## src/sv/evhc_pkg.sv

```systemverilog
// Package: shared types, constants and functions for the volume header checker.
`timescale 1ns / 1ps

package evhc_pkg;

	typedef logic [9:0] pos_t;

	localparam pos_t SIG_LO    = 10'd64;
	localparam pos_t VER_LO    = 10'd68;
	localparam pos_t REQ_LO    = 10'd70;
	localparam pos_t KCRC_LO   = 10'd72;
	localparam pos_t KCRC_HI   = 10'd76;
	localparam pos_t SIZE_LO   = 10'd92;
	localparam pos_t WORD_LO   = 10'd124;
	localparam pos_t WORD_HI   = 10'd132;
	localparam pos_t HCRC_END  = 10'd252;
	localparam pos_t KEY_LO    = 10'd256;
	localparam pos_t HDR_BYTES = 10'd512;
	localparam pos_t COUNT_SAT = 10'd513;

	localparam logic [31:0] CRC_POLY = 32'hedb88320;
	localparam logic [31:0] CRC_INIT = 32'hffffffff;

	localparam logic [15:0] VER_MIN  = 16'd3;
	localparam logic [15:0] VER_HCRC = 16'd4;
	localparam logic [15:0] VER_MAX  = 16'd5;

	localparam logic [31:0] SECTOR_512  = 32'd512;
	localparam logic [31:0] SECTOR_1K   = 32'd1024;
	localparam logic [31:0] SECTOR_2K   = 32'd2048;
	localparam logic [31:0] SECTOR_4K   = 32'd4096;

	typedef enum logic [2:0] {
		ST_OK        = 3'd0,
		ST_SIZE      = 3'd1,
		ST_SIGNATURE = 3'd2,
		ST_VERSION   = 3'd3,
		ST_HDR_CRC   = 3'd4,
		ST_KEY_CRC   = 3'd5,
		ST_SECTOR    = 3'd6,
		ST_AREA      = 3'd7
	} status_t;

	typedef struct packed {
		logic [7:0] data_byte;
		logic       last_byte;
	} hdr_item_t;

	typedef struct packed {
		status_t     status;
		logic [15:0] format_version;
		logic [15:0] required_version;
		logic [63:0] hidden_volume_size;
		logic [63:0] volume_data_size;
		logic [63:0] area_length;
		logic [63:0] area_start;
		logic [31:0] volume_flags;
		logic [31:0] sector_bytes;
	} report_t;

	typedef struct packed {
		pos_t        byte_count;
		logic        sig_ok;
		logic [31:0] hdr_crc;
		logic [31:0] key_crc;
		logic [31:0] stored_hdr_crc;
		logic [31:0] stored_key_crc;
		logic [15:0] hdr_ver;
		logic [15:0] req_ver;
		logic [63:0] hidden_size;
		logic [63:0] data_size;
		logic [63:0] area_off;
		logic [63:0] area_len;
		logic [31:0] flags;
		logic [31:0] sector;
	} parse_state_t;

	localparam parse_state_t STATE_RESET = '{
		byte_count:     '0,
		sig_ok:         1'b1,
		hdr_crc:        CRC_INIT,
		key_crc:        CRC_INIT,
		stored_hdr_crc: '0,
		stored_key_crc: '0,
		hdr_ver:        '0,
		req_ver:        '0,
		hidden_size:    '0,
		data_size:      '0,
		area_off:       '0,
		area_len:       '0,
		flags:          '0,
		sector:         '0
	};

	function automatic logic [31:0] crc_byte(input logic [31:0] crc, input logic [7:0] b);
		logic [31:0] c;
		c = crc ^ {24'd0, b};
		for (int i = 0; i < 8; i++) begin
			c = (c >> 1) ^ (c[0] ? CRC_POLY : 32'd0);
		end
		return c;
	endfunction

	function automatic logic [7:0] sig_byte(input logic [1:0] idx);
		logic [7:0] s;
		unique case (idx)
			2'd0: s = 8'h56;
			2'd1: s = 8'h45;
			2'd2: s = 8'h52;
			default: s = 8'h41;
		endcase
		return s;
	endfunction

endpackage

```

## src/sv/evhc_stream_if.sv

```systemverilog
// Valid/ready stream interface carrying one payload per transaction.
`timescale 1ns / 1ps

interface evhc_stream_if #(parameter type payload_t = logic) ();
	logic     valid;
	logic     ready;
	payload_t payload;

	modport source (output valid, output payload, input ready);
	modport sink (input valid, input payload, output ready);
endinterface

```

## src/sv/evhc_check.sv

```systemverilog
// Final header checks and the result register with its skid stage.
`timescale 1ns / 1ps

module evhc_check (
	input  logic                   clk,
	input  logic                   arst_n,
	input  logic                   push,
	input  evhc_pkg::parse_state_t state_n,
	output logic                   can_push,
	evhc_stream_if.source          report
);

	evhc_pkg::report_t res;
	evhc_pkg::report_t out_q;
	evhc_pkg::report_t skid_q;
	logic              out_vld_q;
	logic              skid_vld_q;
	logic              pop;
	logic [31:0]       sector;
	logic              sector_ok;
	evhc_pkg::status_t status;

	always_comb begin
		sector = (state_n.hdr_ver < evhc_pkg::VER_MAX) ? evhc_pkg::SECTOR_512 : state_n.sector;
		sector_ok = sector == evhc_pkg::SECTOR_512 || sector == evhc_pkg::SECTOR_1K ||
		            sector == evhc_pkg::SECTOR_2K || sector == evhc_pkg::SECTOR_4K;
		if (state_n.byte_count != evhc_pkg::HDR_BYTES) begin
			status = evhc_pkg::ST_SIZE;
		end else if (!state_n.sig_ok) begin
			status = evhc_pkg::ST_SIGNATURE;
		end else if (state_n.hdr_ver < evhc_pkg::VER_MIN ||
		             state_n.hdr_ver > evhc_pkg::VER_MAX) begin
			status = evhc_pkg::ST_VERSION;
		end else if (state_n.hdr_ver >= evhc_pkg::VER_HCRC &&
		             ~state_n.hdr_crc != state_n.stored_hdr_crc) begin
			status = evhc_pkg::ST_HDR_CRC;
		end else if (~state_n.key_crc != state_n.stored_key_crc) begin
			status = evhc_pkg::ST_KEY_CRC;
		end else if (!sector_ok) begin
			status = evhc_pkg::ST_SECTOR;
		end else if (state_n.area_len == 64'd0 || state_n.area_off > ~state_n.area_len) begin
			status = evhc_pkg::ST_AREA;
		end else begin
			status = evhc_pkg::ST_OK;
		end

		res = '0;
		res.status = status;
		if (status == evhc_pkg::ST_OK) begin
			res.format_version     = state_n.hdr_ver;
			res.required_version   = state_n.req_ver;
			res.hidden_volume_size = state_n.hidden_size;
			res.volume_data_size   = state_n.data_size;
			res.area_length        = state_n.area_len;
			res.area_start         = state_n.area_off;
			res.volume_flags       = state_n.flags;
			res.sector_bytes       = sector;
		end
	end

	assign pop            = out_vld_q && report.ready;
	assign can_push       = !skid_vld_q;
	assign report.valid   = out_vld_q;
	assign report.payload = out_q;

	always_ff @(posedge clk or negedge arst_n) begin
		if (!arst_n) begin
			out_vld_q  <= 1'b0;
			skid_vld_q <= 1'b0;
		end else if (skid_vld_q) begin
			if (pop) begin
				out_vld_q  <= 1'b1;
				skid_vld_q <= 1'b0;
			end
		end else if (push) begin
			if (!out_vld_q || pop) begin
				out_vld_q <= 1'b1;
			end else begin
				skid_vld_q <= 1'b1;
			end
		end else if (pop) begin
			out_vld_q <= 1'b0;
		end
	end

	always_ff @(posedge clk) begin
		if (skid_vld_q) begin
			if (pop) begin
				out_q <= skid_q;
			end
		end else if (push) begin
			if (!out_vld_q || pop) begin
				out_q <= res;
			end else begin
				skid_q <= res;
			end
		end
	end

endmodule
```

## src/flat_wrapper.sv

```systemverilog
// flat-port wrapper written by rule: the top's interface ports become plain ports
module evhc_check_flat 
  (clk, arst_n, push, state_n, can_push, report_valid, report_payload, report_ready);
  evhc_stream_if report_i ();
  input  logic clk;
  input  logic arst_n;
  input  logic push;
  input  evhc_pkg::parse_state_t state_n;
  output logic can_push;
  output wire logic [$bits(report_i.valid)-1:0] report_valid;
  output wire logic [$bits(report_i.payload)-1:0] report_payload;
  input wire logic [$bits(report_i.ready)-1:0] report_ready;
  assign report_valid = report_i.valid;
  assign report_payload = report_i.payload;
  assign report_i.ready = report_ready;
  evhc_check u_core (.clk(clk), .arst_n(arst_n), .push(push), .state_n(state_n), .can_push(can_push), .report(report_i));
endmodule
```

## config.mk

```make
export PLATFORM = sky130hd
export DESIGN_NAME = evhc_check_flat
export DESIGN_NICKNAME = d
export VERILOG_FILES = /design/src/sv/evhc_pkg.sv /design/src/sv/evhc_stream_if.sv /design/src/sv/evhc_check.sv /design/src/flat_wrapper.sv
export SDC_FILE = /design/constraint.sdc
export NUM_CORES = 1
export LEC_CHECK = 0
export ABC_CLOCK_PERIOD_IN_PS = 2170
export BUFFER_PORTS_ARGS = -buffer_cell sky130_fd_sc_hd__buf_2
export CORE_AREA = 2 2 192 194
export DETAILED_ROUTE_END_ITERATION = 8
export DIE_AREA = 0 0 194 196
export HOLD_SLACK_MARGIN = 0.1
export SETUP_SLACK_MARGIN = 0.1
export SYNTH_ARGS = -nofsm -noshare
export SYNTH_HDL_FRONTEND = slang
export SYNTH_SLANG_ARGS = --single-unit
```

## constraint.sdc

```tcl
create_clock -name clk -period 2.17 [get_ports clk]
set_clock_uncertainty 0.2 [all_clocks]
set_input_delay 0.217 -clock clk [delete_from_list [all_inputs] [get_ports clk]]
set_output_delay 0.217 -clock clk [all_outputs]
set_load 0.01 [all_outputs]
```

After elaboration in Yosys (flattened, before gate mapping)
Cells that the tools add are included.
{ "classes": {"n_lt_le_gt_ge": 5, "eq_ne": 9, "n_mux": 22, "bitwise": 5, "reduce_logical": 18} }
{ "ops": {"columns": ["operator", "n"], "rows": [
  ["greater-than comparator 64 bit", 1],
  ["zero test 64 bit", 1],
  ["!= test 32 bit", 2],
  ["NOT 32 bit", 2],
  ["NOT 64 bit", 1],
  ["== test 32 x 10 -> 1 bit, second input constant", 1],
  ["== test 32 x 11 -> 1 bit, second input constant", 1],
  ["== test 32 x 12 -> 1 bit, second input constant", 1],
  ["== test 32 x 13 -> 1 bit, second input constant", 1],
  ["two-way mux 32 bit", 1],
  ["two-way mux 3 bit", 7],
  [">= comparator 16 x 3 -> 1 bit, second input constant", 1],
  ["greater-than comparator 16 x 3 -> 1 bit, second input constant", 1],
  ["less-than comparator 16 x 2 -> 1 bit, second input constant", 1],
  ["less-than comparator 16 x 3 -> 1 bit, second input constant", 1],
  ["two-way mux 1 bit", 14],
  ["!= test 10 bit, second input constant", 1],
  ["AND reduction 3 bit", 3],
  ["logical OR 1 bit", 6],
  ["nonzero test 2 bit", 3],
  ["zero test 3 bit", 1],
  ["!= test 3 x 1 -> 1 bit, second input constant", 1],
  ["logical AND 1 bit", 2],
  ["zero test 1 bit", 2],
  ["other kinds (2)", 3]
]} }
{ "totals": {"register_bits": 4, "output_inout_bits": 3, "wordCells": 63} }

Depth between registers and ports, before layout
{ "depth": {"depth_word": 17, "mapped_depth": 2} }

Least setup slack after synthesis
Ideal clock, no wire load.
{ "synth_path": {"path_type": "reg-to-reg", "from": "register u_core.skid_vld_q", "to": "register u_core.out_q, in the netlist u_core.report.payload (enable)", "setup_time_ns": 0.298, "arrival_time_ns": 0.663, "path_slack_ns": 1.009, "stages_incl_launch_ff": 3, "cell_sequence": "dfrtp_1 > nand2b_4 > a2bb2oi_2"} }
{ "synth_via": {"elab_chain_len": 2} }
{ "synth_lines": {"columns": ["item", "line_no", "text"], "rows": [
  ["from (decl)", "evhc_check.sv:17", "logic skid_vld_q;"],
  ["from (signal assigned)", "evhc_check.sv:69", "skid_vld_q <= 1'b0;"],
  ["from (signal assigned)", "evhc_check.sv:73", "skid_vld_q <= 1'b0;"],
  ["from (signal assigned)", "evhc_check.sv:79", "skid_vld_q <= 1'b1;"],
  ["!= test 2 bit (no line) or nonzero test 2 bit (tied branches)", null, null],
  ["AND reduction 3 bit (no line) *", null, null],
  ["to (signal assigned)", "evhc_check.sv:89", "out_q <= skid_q;"],
  ["to (signal assigned)", "evhc_check.sv:93", "out_q <= res;"],
  ["to (decl)", "evhc_check.sv:14", "evhc_pkg::report_t out_q;"]
]} }
Every way passes the cells marked *; elsewhere a longest branch is shown, timed or not.
A chain may end at the register's enable or synchronous reset.

Final worst setup path
{ "layout_path": {"from": "input port push", "to": "register u_core.out_q, in the netlist u_core.report.payload (enable)"} }
{ "layout_via": {"elab_chain_len": 2} }
{ "layout_lines": {"columns": ["item", "line_no", "text"], "rows": [
  ["from (decl)", "flat_wrapper.sv:7", "input logic push;"],
  ["nonzero test 2 bit (no line)", null, null],
  ["AND reduction 3 bit (no line)", null, null]
]} }
No other way between the ends.

==> flow_metrics.env <==
export IMPL_status="finished clean"
export IMPL_worstPathRequired_ns=1.90
export IMPL_drc_errors=0
export IMPL_cts_resized=0
export IMPL_ioPinCount=498
export IMPL_netlist_area_um2=195
export IMPL_layout_nets=525
export IMPL_final_cell_count_no_fill=497
export IMPL_fin_crit_sh_pct=64.6
export IMPL_start_util_pct=0.541
export IMPL_dp_cells=490
export IMPL_drt_met1_wl_um=451
export IMPL_worstPathMaxFanout=3
export IMPL_routabilityCongestion=0.540
export IMPL_path_clk_slew_ns=0.03
export IMPL_finalSetupViolations=0
export IMPL_maxCapViolations=0
export IMPL_synthToLayoutAreaGrowth_pct=371
export IMPL_hold_buffers=3
export IMPL_grt_usage_pct=0.640
export IMPL_cts_sinks=4
export IMPL_cts_htree_levels=1
export IMPL_drt_total_wl_um=920
export IMPL_rsz0062_at_grt="false"
export IMPL_p_leak_uw=0.000155
export IMPL_wl_per_cell_um=1.85
export IMPL_peakVddDrop_uv=201
export IMPL_wl_met2_um=211
export IMPL_num_rows=70
export IMPL_syn_inst=16
export IMPL_fin_crit_ns=1.40
export IMPL_synth_cell_types=13
export IMPL_grt_max_degree=7
export IMPL_die_h_um=196
export IMPL_slew_violations=0
export IMPL_final_hold_violation_count=0
export IMPL_cts_setup_buffers=0
export IMPL_synth_nets=511
export IMPL_holdWs_ns=0.161
export IMPL_clock_root_buffer="clkbuf_16"
export IMPL_cts_tree="built"
export IMPL_grt_pass1_vias=183
export IMPL_clockBufferDepth=2
export IMPL_n_antenna_cell=0
export IMPL_antenna_found_initial=0
export IMPL_cp_arrival_ns=1.13
export IMPL_final_layout_size_suffix_gt1_share_pct=48.3
export IMPL_grt_pass1_wl_um=1300
export IMPL_synth_seq_cells=4
export IMPL_met3WireLength_um=130
export IMPL_topRoutingLayerUsed="met4"
export IMPL_syn_avg_cell_area_um2=12.2
export IMPL_ys_warn_count=0
export IMPL_grt_ovfl_total=0
export IMPL_cts_buffers=3
export IMPL_die_area_um2=38000
export IMPL_totalNegativeSetupSlack_ns=0
export IMPL_firstDrtPassIters=3
export IMPL_core_um2=36100
export IMPL_critPathKind="in2reg"
export IMPL_fmax_ghz=0.713
export IMPL_critPathCaptureType="flop"
export IMPL_post_drt_via_cell_ratio=0.324
export IMPL_startpoint_type="input pin"
export IMPL_yosysSeqAreaShare_pct=56.4
export IMPL_clk_latency_ns=0.22
export IMPL_drt_iter0_drc=3
export IMPL_hp_class="in2async"
export IMPL_fp_dieW_um=194
export IMPL_powerDensity_nw_per_um2=649
export IMPL_hpwlAfterDp_um=803
export IMPL_port_buffers=6
export IMPL_vias=161
export IMPL_drt_antenna_violating_nets=0
flip-flops by register name, summed over array words and instances (netlist names):
name                   flops
u_core.skid_q              1
u_core.skid_vld_q          1
u_core.report.payload      1
u_core.report.valid        1
cells in the final DEF (no fill, tap or decap), types with 2 or more instances in the layout:
master	netlist	layout
edfxtp_1	2	2
a21oi_1	2	2
dlygate4sd3_1	0	3
clkbuf_16	0	3
dfrtp_1	2	2
buf_2	0	6
synth_stat cells:
| cell | count | area, um^2 |
|---|---|---|
| nor3_2 | 1 | 10.0 |
| a2bb2oi_2 | 1 | 15.0 |
| edfxtp_1 | 2 | 60.1 |
| inv_2 | 1 | 3.75 |
| nand2b_4 | 1 | 13.8 |
| nor2b_1 | 1 | 6.26 |
| inv_1 | 1 | 3.75 |
| dfrtp_1 | 2 | 50.1 |
| nand2_1 | 1 | 3.75 |
| o21ai_2 | 1 | 8.76 |
| conb_1 | 1 | 3.75 |
| a21oi_1 | 2 | 10.0 |
| and2_1 | 1 | 6.26 |
per-stage QoR:
stage | total power (uW) | cell area (um^2) | worst slack (ns) | utilization [%]
detailed placement | 302 | 811 | 0.944 | 2.25
finish | 597 | 920 | 0.768 | 2.55
global route | 640 | 920 | 0.726 | 2.55
CTS | 608 | 920 | 0.772 | 2.55
floorplan | 229 | 195 | 1.01 | -
global placement | 298 | 811 | 0.947 | 2.25
metal layers:
metal	track usage (%)	up-vias
met5	0	-
met4	1.52	0
met3	0.464	4
met2	0.382	10
met1	0.677	68
li1	-	79
final timing paths:
check	endpoint	slack, ns	from	cells after the start
max in group asynchronous	u_core.skid_vld_q	1.52	arst_n	2
max	u_core.report.payload	0.77	push	4
min	u_core.report.valid	0.16	arst_n	2
min in group clk	u_core.report.payload	0.33	u_core.skid_q[0]	1
max reg2reg	u_core.report.payload	0.95	u_core.skid_vld_q	2
min reg2reg	u_core.report.payload	0.33	u_core.skid_q[0]	1
layout make-up:
class,instances,area [um^2]
flip-flops and latches,4,110
well taps,468,586
multi-input cells,10,77.6
clock buffers,4,78.8
inverters,2,7.51
fillers,4334,35200
repair buffers,9,60.1
critical path, stage by stage:
cell,delay (ns)
dlygate4sd3_1,0.56
buf_2,0.15
nand2b_4,0.07
a2bb2oi_2,0.13
cells by family after synthesis:
| group | share of synthesized area [%] |
|---|---|
| AO/OA/AOI/OAI | 17.3 |
| buffers and inverters | 3.84 |
| flip-flops | 56.4 |
| other | 1.92 |
| AND/OR/NAND/NOR | 20.5 |
report_power, final:
group          total (uW)  leakage, uW  switching [uW]  internal (uW)
logic                 159    0.0000750            91.5           67.1
registers             143    0.0000422            29.5            113
clock network         296    0.0000382            52.9            243
total                 597     0.000155             174            423
Note: power is estimated with default switching activity, not from simulation.
